==> config.mk <==
export PLATFORM = sky130hd
export DESIGN_NAME = page_replacement_fifo_lru
export DESIGN_NICKNAME = d
export VERILOG_FILES = /design/src/rtl/prf_pkg.sv /design/src/rtl/prf_cell.sv /design/src/rtl/prf_victim.sv /design/src/rtl/page_replacement_fifo_lru.sv
export SDC_FILE = /design/constraint.sdc
export NUM_CORES = 2
export LEC_CHECK = 0
export ABC_CLOCK_PERIOD_IN_PS = 8290
export BUFFER_PORTS_ARGS = -buffer_cell sky130_fd_sc_hd__buf_2
export CAP_MARGIN = 5
export CORE_MARGIN = 1.5
export CORE_UTILIZATION = 40
export DETAILED_ROUTE_END_ITERATION = 10
export PLACE_DENSITY = 0.67
export SLEW_MARGIN = 20
export SYNTH_ARGS = -nofsm -noshare
export SYNTH_HDL_FRONTEND = slang
export SYNTH_SLANG_ARGS = --single-unit
export TNS_END_PERCENT = 10
==> constraint.sdc <==
create_clock -name aclk -period 8.29 [get_ports aclk]
set_input_delay 2.487 -clock aclk [delete_from_list [all_inputs] [get_ports aclk]]
set_output_delay 2.487 -clock aclk [all_outputs]
set_load 0.01 [all_outputs]
==> src/rtl/prf_pkg.sv <==
// Shared types and constants for the FIFO/LRU page replacement block.
package prf_pkg;

    localparam int CFG_INDEX_W  = 8;
    localparam int CFG_DATA_W   = 8;
    localparam int CFG_FRAMES_W = 6;
    localparam int SLOT_W       = 5;

    localparam logic [CFG_INDEX_W-1:0]  CFG_FRAMES   = 8'd0;
    localparam logic [CFG_INDEX_W-1:0]  CFG_POLICY   = 8'd1;
    localparam logic [CFG_FRAMES_W-1:0] FRAMES_RESET = 6'd4;

    // Broadcast control from the sequencer to every frame cell.
    typedef struct packed {
        logic clear;    // drop all frames (start of a new sequence)
        logic update;   // apply the age/load step for the current item
        logic load;     // write the new page into the target frame
        logic age_all;  // age every valid frame, not only the younger ones
    } cell_ctl_t;

endpackage

==> src/rtl/prf_cell.sv <==
// One page frame: stored page, valid bit, age rank and the hit priority link.
module prf_cell import prf_pkg::*; #(
    parameter int PAGE_BITS = 16,
    parameter int IDX_BITS  = 5,
    parameter int RANK_BITS = 5,
    parameter int CELL_IDX  = 0,
    parameter int MAX_SLOTS = 32
) (
    input  logic                 aclk,
    input  logic                 aresetn,
    input  cell_ctl_t            ctl,
    input  logic [IDX_BITS-1:0]  target,
    input  logic [RANK_BITS-1:0] limit,
    input  logic [PAGE_BITS-1:0] page_in,
    input  logic                 in_range,
    input  logic                 hit_in,
    output logic                 hit_out,
    output logic                 first,
    output logic                 valid,
    output logic [RANK_BITS-1:0] rank,
    output logic [PAGE_BITS-1:0] page
);

    localparam logic [RANK_BITS-1:0] RANK_MAX = RANK_BITS'(MAX_SLOTS - 1);
    localparam logic [IDX_BITS-1:0]  MY_IDX   = IDX_BITS'(CELL_IDX);

    logic                 valid_reg;
    logic [RANK_BITS-1:0] rank_reg;
    logic [PAGE_BITS-1:0] page_reg;
    logic                 sel;
    logic                 match;
    logic                 ages;

    assign sel   = (target == MY_IDX);
    assign match = valid_reg && in_range && (page_reg == page_in);
    // Lowest matching frame wins: pass the hit along the row.
    assign first   = match && !hit_in;
    assign hit_out = hit_in || match;
    assign ages    = valid_reg && (ctl.age_all || (rank_reg < limit)) && (rank_reg != RANK_MAX);

    always_ff @(posedge aclk) begin
        if (!aresetn) begin
            valid_reg <= 1'b0;
        end else if (ctl.clear) begin
            valid_reg <= 1'b0;
        end else if (ctl.update && sel && ctl.load) begin
            valid_reg <= 1'b1;
        end
    end

    always_ff @(posedge aclk) begin
        if (ctl.update) begin
            if (sel) begin
                rank_reg <= '0;
                if (ctl.load) begin
                    page_reg <= page_in;
                end
            end else if (ages) begin
                rank_reg <= rank_reg + 1'b1;
            end
        end
    end

    assign valid = valid_reg;
    assign rank  = rank_reg;
    assign page  = page_reg;

endmodule

==> src/rtl/prf_victim.sv <==
// Comparator tree that picks the in-range frame with the highest age rank.
module prf_victim import prf_pkg::*; #(
    parameter int MAX_SLOTS = 32,
    parameter int IDX_BITS  = 5,
    parameter int RANK_BITS = 5
) (
    input  logic [MAX_SLOTS-1:0]                mask,
    input  logic [MAX_SLOTS-1:0][RANK_BITS-1:0] ranks,
    output logic [IDX_BITS-1:0]                 victim
);

    localparam int LEAVES = 1 << IDX_BITS;
    localparam int NODES  = 2 * LEAVES - 1;

    logic                 node_en   [NODES];
    logic [RANK_BITS-1:0] node_rank [NODES];
    logic [IDX_BITS-1:0]  node_idx  [NODES];

    // Heap layout: left child covers lower indices, so ties keep the left one.
    always_comb begin
        for (int k = 0; k < NODES; k++) begin
            node_en[k]   = 1'b0;
            node_rank[k] = '0;
            node_idx[k]  = '0;
        end
        for (int i = 0; i < MAX_SLOTS; i++) begin
            node_en[LEAVES-1+i]   = mask[i];
            node_rank[LEAVES-1+i] = ranks[i];
            node_idx[LEAVES-1+i]  = IDX_BITS'(i);
        end
        for (int k = LEAVES - 2; k >= 0; k--) begin
            if (node_en[2*k+2] && (!node_en[2*k+1] || (node_rank[2*k+2] > node_rank[2*k+1])))
            begin
                node_en[k]   = 1'b1;
                node_rank[k] = node_rank[2*k+2];
                node_idx[k]  = node_idx[2*k+2];
            end else begin
                node_en[k]   = node_en[2*k+1];
                node_rank[k] = node_rank[2*k+1];
                node_idx[k]  = node_idx[2*k+1];
            end
        end
    end

    assign victim = node_idx[0];

endmodule

==> src/rtl/page_replacement_fifo_lru.sv <==
// An item passes a lookup state, then an update state; its result is registered as the
// update commits, which waits while m_tready is low and a result is held. New items are
// taken only in idle or as one commits, as lookup and age/load step share the frame row.
// Reset: aresetn (synchronous, active low) empties all frames, clears the counters and
// the output, and restores 4 frames in use with FIFO policy.
module page_replacement_fifo_lru import prf_pkg::*; #(
    parameter int MAX_SLOTS  = 32,
    parameter int PAGE_BITS  = 16,
    parameter int COUNT_BITS = 16
) (
    input  logic                                         aclk,
    input  logic                                         aresetn,
    // s_tdata: page
    input  logic                                         s_tvalid,
    output logic                                         s_tready,
    input  logic [((PAGE_BITS+7)/8)*8-1:0]               s_tdata,
    // s_tuser: new_sequence
    input  logic [0:0]                                   s_tuser,
    // m_tdata: slot, fault, evicted_valid, evicted_page, fault_total, hit_total
    output logic                                         m_tvalid,
    input  logic                                         m_tready,
    output logic [((SLOT_W+2+PAGE_BITS+2*COUNT_BITS+7)/8)*8-1:0] m_tdata,
    input  logic                                         cfg_valid,
    output logic                                         cfg_ready,
    input  logic [CFG_INDEX_W-1:0]                       cfg_index,
    input  logic [CFG_DATA_W-1:0]                        cfg_data
);

    localparam int IW        = (MAX_SLOTS > 1) ? $clog2(MAX_SLOTS) : 1;
    localparam int RW        = IW;
    localparam int NW        = $clog2(MAX_SLOTS + 1);
    localparam int FW        = CFG_FRAMES_W + 1;
    localparam int M_TDATA_W = ((SLOT_W + 2 + PAGE_BITS + 2 * COUNT_BITS + 7) / 8) * 8;
    localparam logic [FW-1:0] MAX_N = FW'(MAX_SLOTS);

    typedef enum logic [1:0] {
        ST_IDLE,
        ST_LOOK,
        ST_UPD
    } state_t;

    state_t                  state_reg, state_next;
    logic [CFG_FRAMES_W-1:0] frames_reg;
    logic                    policy_reg;
    logic [PAGE_BITS-1:0]    page_reg;
    logic [NW-1:0]           filled_reg;
    logic [COUNT_BITS-1:0]   fault_cnt_reg, fault_cnt_next;
    logic [COUNT_BITS-1:0]   hit_cnt_reg, hit_cnt_next;

    logic                    hit_reg;
    logic                    fill_reg;
    logic                    ev_valid_reg;
    logic                    age_all_reg;
    logic [IW-1:0]           target_reg;
    logic [RW-1:0]           limit_reg;

    logic                    m_tvalid_reg;
    logic [SLOT_W-1:0]       out_slot_reg;
    logic                    out_fault_reg;
    logic                    out_ev_valid_reg;
    logic [PAGE_BITS-1:0]    out_ev_page_reg;
    logic [COUNT_BITS-1:0]   out_fault_tot_reg;
    logic [COUNT_BITS-1:0]   out_hit_tot_reg;

    logic [NW-1:0]                   n_eff;
    logic [FW-1:0]                   frames_ext;
    logic [MAX_SLOTS-1:0]            in_range;
    logic [MAX_SLOTS:0]              hit_chain;
    logic [MAX_SLOTS-1:0]            first;
    logic [MAX_SLOTS-1:0]            cell_valid;
    logic [MAX_SLOTS-1:0][RW-1:0]    cell_rank;
    logic [PAGE_BITS-1:0]            cell_page [MAX_SLOTS];
    logic [IW-1:0]                   hit_idx;
    logic [RW-1:0]                   hit_rank;
    logic [IW-1:0]                   victim;
    logic                            out_free;
    logic                            accept;
    logic                            commit;
    cell_ctl_t                       ctl;

    // Effective frame count: zero acts as one, above the row size acts as the row size.
    assign frames_ext = {1'b0, frames_reg};
    always_comb begin
        if (frames_reg == '0) begin
            n_eff = NW'(1);
        end else if (frames_ext > MAX_N) begin
            n_eff = NW'(MAX_SLOTS);
        end else begin
            n_eff = NW'(frames_ext);
        end
    end

    always_comb begin
        for (int i = 0; i < MAX_SLOTS; i++) begin
            in_range[i] = (NW'(i) < n_eff);
        end
    end

    assign out_free = !m_tvalid_reg || m_tready;
    assign commit   = (state_reg == ST_UPD) && out_free;
    assign s_tready = (state_reg == ST_IDLE) || commit;
    assign accept   = s_tvalid && s_tready;
    assign cfg_ready = 1'b1;

    assign ctl.clear   = accept && s_tuser[0];
    assign ctl.update  = commit && (!hit_reg || policy_reg);
    assign ctl.load    = !hit_reg;
    assign ctl.age_all = age_all_reg;

    assign hit_chain[0] = 1'b0;

    for (genvar g = 0; g < MAX_SLOTS; g++) begin : g_cell
        prf_cell #(
            .PAGE_BITS (PAGE_BITS),
            .IDX_BITS  (IW),
            .RANK_BITS (RW),
            .CELL_IDX  (g),
            .MAX_SLOTS (MAX_SLOTS)
        ) u_cell (
            .aclk     (aclk),
            .aresetn  (aresetn),
            .ctl      (ctl),
            .target   (target_reg),
            .limit    (limit_reg),
            .page_in  (page_reg),
            .in_range (in_range[g]),
            .hit_in   (hit_chain[g]),
            .hit_out  (hit_chain[g+1]),
            .first    (first[g]),
            .valid    (cell_valid[g]),
            .rank     (cell_rank[g]),
            .page     (cell_page[g])
        );
    end

    prf_victim #(
        .MAX_SLOTS (MAX_SLOTS),
        .IDX_BITS  (IW),
        .RANK_BITS (RW)
    ) u_victim (
        .mask   (in_range),
        .ranks  (cell_rank),
        .victim (victim)
    );

    // The hit vector is one-hot, so an OR of the selected terms encodes it.
    always_comb begin
        hit_idx  = '0;
        hit_rank = '0;
        for (int i = 0; i < MAX_SLOTS; i++) begin
            if (first[i]) begin
                hit_idx  = hit_idx | IW'(i);
                hit_rank = hit_rank | cell_rank[i];
            end
        end
    end

    always_comb begin
        fault_cnt_next = fault_cnt_reg;
        hit_cnt_next   = hit_cnt_reg;
        if (hit_reg) begin
            if (hit_cnt_reg != '1) begin
                hit_cnt_next = hit_cnt_reg + 1'b1;
            end
        end else if (fault_cnt_reg != '1) begin
            fault_cnt_next = fault_cnt_reg + 1'b1;
        end
    end

    always_comb begin
        state_next = state_reg;
        unique case (state_reg)
            ST_IDLE: begin
                if (accept) begin
                    state_next = ST_LOOK;
                end
            end
            ST_LOOK: begin
                state_next = ST_UPD;
            end
            ST_UPD: begin
                if (accept) begin
                    state_next = ST_LOOK;
                end else if (commit) begin
                    state_next = ST_IDLE;
                end
            end
            default: begin
                state_next = ST_IDLE;
            end
        endcase
    end

    always_ff @(posedge aclk) begin
        if (!aresetn) begin
            state_reg     <= ST_IDLE;
            frames_reg    <= FRAMES_RESET;
            policy_reg    <= 1'b0;
            filled_reg    <= '0;
            fault_cnt_reg <= '0;
            hit_cnt_reg   <= '0;
            m_tvalid_reg  <= 1'b0;
        end else begin
            state_reg <= state_next;

            if (cfg_valid) begin
                unique case (cfg_index)
                    CFG_FRAMES: frames_reg <= cfg_data[CFG_FRAMES_W-1:0];
                    CFG_POLICY: policy_reg <= cfg_data[0];
                    default: ;
                endcase
            end

            if (state_reg == ST_LOOK) begin
                hit_reg      <= hit_chain[MAX_SLOTS];
                fill_reg     <= 1'b0;
                ev_valid_reg <= 1'b0;
                if (hit_chain[MAX_SLOTS]) begin
                    target_reg  <= hit_idx;
                    limit_reg   <= hit_rank;
                    age_all_reg <= 1'b0;
                end else if (filled_reg < n_eff) begin
                    target_reg  <= IW'(filled_reg);
                    limit_reg   <= '0;
                    age_all_reg <= 1'b1;
                    fill_reg    <= 1'b1;
                end else begin
                    target_reg   <= victim;
                    limit_reg    <= '0;
                    age_all_reg  <= 1'b1;
                    ev_valid_reg <= cell_valid[victim];
                end
            end

            if (commit) begin
                m_tvalid_reg      <= 1'b1;
                out_slot_reg      <= SLOT_W'(target_reg);
                out_fault_reg     <= !hit_reg;
                out_ev_valid_reg  <= ev_valid_reg;
                out_ev_page_reg   <= ev_valid_reg ? cell_page[target_reg] : '0;
                out_fault_tot_reg <= fault_cnt_next;
                out_hit_tot_reg   <= hit_cnt_next;
            end else if (m_tvalid_reg && m_tready) begin
                m_tvalid_reg <= 1'b0;
            end

            // A new sequence clears after the finishing item has taken its counts.
            if (ctl.clear) begin
                filled_reg    <= '0;
                fault_cnt_reg <= '0;
                hit_cnt_reg   <= '0;
            end else if (commit) begin
                fault_cnt_reg <= fault_cnt_next;
                hit_cnt_reg   <= hit_cnt_next;
                if (fill_reg) begin
                    filled_reg <= filled_reg + 1'b1;
                end
            end

            if (accept) begin
                page_reg <= s_tdata[PAGE_BITS-1:0];
            end
        end
    end

    assign m_tvalid = m_tvalid_reg;
    assign m_tdata  = M_TDATA_W'({out_hit_tot_reg, out_fault_tot_reg, out_ev_page_reg,
                                  out_ev_valid_reg, out_fault_reg, out_slot_reg});

endmodule
==> key figures <==
Synth
  – Synth Instances: 4375
  – Synth top area cells: edfxtp_1, ha_1, mux4_2
  – Biggest area consumer among synthesized cells: edfxtp_1
  – Count leader, synth: edfxtp_1
  – Syn_area_per_cell: 11.7 sq um
  – Post-synth EDFFs: 757
  – Net Count, Synth: 4768
  – Synthesis-stage register bit count: 837
  – Syn Std Cell Area: 51400 sq um
  – Post-synth top area share: 44.2%
  – Register area share after synthesis: 47.4%
  – Netlist cell types: 99
  – Top post-synthesis cells by count: edfxtp_1, nor2_1, ha_1, xnor2_1, xor2_1
  – Asr flop ratio synth: 0%
  – Ys Warns: 0
  – Top_reg_cell synth: edfxtp_1

CTS
  – Worst-skew pair later-pin latency: 710 ps
  – H-tree depth: 3
  – Max Buffers Root-to-Sink: 3
  – Root buffer cell: clkbuf_16
  – Clock Pin Slew Worst Setup and Hold Paths: 60 ps
  – CTS buffer count: 94
  – Sink Count: 837
  – Hold_buf cts: 0
  – CTS tree: done

Worst setup path
  – Crit-path slowest cell: edfxtp_1
  – Startpoint Class: register
  – Arrival time worst endpoint: 8920 ps
  – Crit. End Element: register
  – Req. time, crit path: 8760 ps
  – Crit path buf inv count: 6
  – CP peak stage delay: 400 ps
  – CP max FO: 7
  – CP Class: reg -> reg
  – Launch point of the worst path: g_cell[25].u_cell.rank[1]$_SDFFCE_PN0P_
  – Most frequent CP cell: o21a_1
  – Reg2reg start: g_cell[25].u_cell.rank[1]$_SDFFCE_PN0P_
  – Delay-heaviest family, CP: compound AO/OA/AOI/OAI gates

STA
  – Final worst path period need: 8450 ps
  – Setup WS post-layout: -159 ps
  – Rel. slew slack: 16.6%
  – Total negative slack: -159 ps
  – Hold Violations, Final: 0
  – Fin. max-slew vios: 0
  – Fin crit share: 102%
  – Worst Tran Pin Value: 1240 ps
  – RSZ-0062 raised after global routing: yes
  – Final setup vio count: 1
  – Clk_skew: 48.4 ps
  – F_max: 118 MHz

Die
  – Die Y: 361 um
  – Initial Util: 40.3%
  – Die Area: 131000 sq um
  – Standard-cell rows: 131
  – I/O Pins: 97
  – Core area: 128000 sq um
  – Die W: 361 um

Finish
  – Synth-to-Final Area Change: 19.8%
  – Fin util: 48.3%
  – Fraction of layout cells with a size suffix above 1: 24.1%
  – Nets: 5366
  – Max FFs per register: 512

Pwr
  – Sw Pwr: 2090 uW
  – Sequential power share: 49.7%
  – Leakage dissipation: 0.0232 uW
  – Max VDD drop: 0.152 mV
  – Int Pwr: 7170 uW
  – Sw frac: 22.6%
  – Gate power share: 4.0%
  – Clock network fraction of design power: 46.3%
  – Pwr dens: 150 nW/um^2

Detailed routing
  – Vias/cell: 5.76
  – Detailed Route WL: 164000 um
  – Per-cell routed wire length: 24.4 um
  – 1st-iter DRT viols: 4501
  – Antenna viol nets, final: 0
  – Pre-antenna DRT Iters: 6
  – Routed vias: 38700
  – Drc violations: 0

GRT
  – Largest net degree at the start of global routing: 162
  – Vias in the first global route: 37100
  – Antenna violations before repair: 4
  – First-pass GRT wire length: 240000 um
  – Overflow after GRT: 0
  – Tot GR Track Use: 24.5%

Run
  – Maxcap violations: 0

Status
  – Status: complete, but fails checks
  – Failing checks: setup timing

Worst hold path
  – Min-delay worst type: reg -> reg
  – HP Start: hit_cnt_reg[14]$_SDFFE_PN0P_

Place
  – Placer congestion estimate: 1.01
  – Port buffer count: 92
  – Detailed Place HPWL: 120000 um
-- power by group through the flow --
stage,Clock (uW),Combinational (uW),Sequential [uW]
final,4290,369,4600
after global routing,4480,392,4600
after floorplan,0,238,4690
after CTS,4330,364,4600
after detailed placement,0,361,4690
after global placement,0,357,4690
-- cell families (layout without fill, tap and decap cells) --
family / count (synthesis) / in the layout / synth area share, %
simple gates: 1301 / 1301 / 12.9
flops: 837 / 837 / 47.4
compound gates: 637 / 638 / 8.03
xor+xnor: 620 / 620 / 10.6
fa+ha+maj: 355 / 355 / 8.64
buf+inv: 353 / 1025 / 3.22
mux: 270 / 270 / 9.24
other cells: 2 / 3 / 0.0146
-- placed cells by master, fill, tap and decap left out, types with 11 or more instances in the layout --
master / count
inv_2: 11
nand4_1: 80
a21oi_2: 35
buf_2: 92
a21oi_1: 151
or3_1: 12
mux4_2: 161
a21o_1: 25
nand2_1: 222
xor2_1: 290
ha_4: 14
mux2_2: 17
clkbuf_1: 16
a22oi_1: 11
buf_4: 592
and2_1: 61
dfxtp_1: 79
clkinv_2: 14
nand2b_1: 62
inv_1: 150
nand3_1: 119
edfxtp_1: 757
a21boi_0: 22
a31oi_1: 16
ha_1: 341
o22ai_1: 15
nor2b_1: 119
clkbuf_16: 95
nor2_1: 362
o211ai_1: 14
xnor2_1: 330
o21a_1: 53
o21ai_1: 20
and3_1: 67
o21ai_0: 125
clkinv_1: 20
mux2i_2: 17
nor4_1: 65
mux2i_1: 63
nor3_1: 47
-- area by class of cell --
| class | instances | area [sq um] |
|---|---|---|
| Tap cell | 1662 | 2080 |
| Clock buffer | 114 | 2480 |
| Inverter | 162 | 608 |
| Sequential cell | 837 | 24300 |
| Timing Repair Buffer | 692 | 5030 |
| Multi-Input combinational cell | 3186 | 26400 |
| Fill cell | 11300 | 66000 |
| Antenna cell | 1 | 2.50 |
| Clock inverter | 57 | 654 |
-- routing by layer --
metal,up-vias,wire length (um),global-route usage (%),part of all wire [%]
met5,-,23,0,0.014
met4,4,8270,11.0,5.0
met3,364,16900,4.58,10
met2,2053,71200,36.9,43
met1,18900,67500,34.2,41
li1,17400,-,-,-
-- through the flow --
step                      power [uW]  worst slack, ps  instance area (sq um)  hold slack, ps  instances
after floorplan                 4930             5.22                  51500             424       4375
after global placement          5050             -343                  57100             480       6476
after detailed placement        5050             -473                  57100             480       6476
after CTS                       9300            -53.9                  60700             489       6679
after global routing            9480             -490                  61500             516       6710
final                           9260             -159                  61500             488       6711
-- worst reg2reg max path: cells and delay by family, from the launching register on --
family / cells / cell delay, ps
multiplexers: 2 / 560
AO/OA/AOI/OAI: 22 / 3650
AND/OR/NAND/NOR: 10 / 1260
adder cells (fa/ha/maj): 5 / 1430
buffers and inverters: 6 / 940
flip-flops: 1 / 400
-- final timing paths --
kind	cells after the start	end	slack, ps
worst min-delay path	2	hit_cnt_reg[14]$_SDFFE_PN0P_	490
worst max register to register	45	ev_valid_reg$_SDFFCE_PN0P_	-160
worst max-delay path	45	ev_valid_reg$_SDFFCE_PN0P_	-160
worst min register to register	2	hit_cnt_reg[14]$_SDFFE_PN0P_	490
-- repair_timing --
item / 4_1_cts / 5_1_grt
cloned: 1 / 0
pin swaps: 16 / 47
gates resized for setup: 64 / 129
setup buffers: 31 / 32
setup endpoints to repair: 3 / 5
Power figures use the tool's default switching activity.
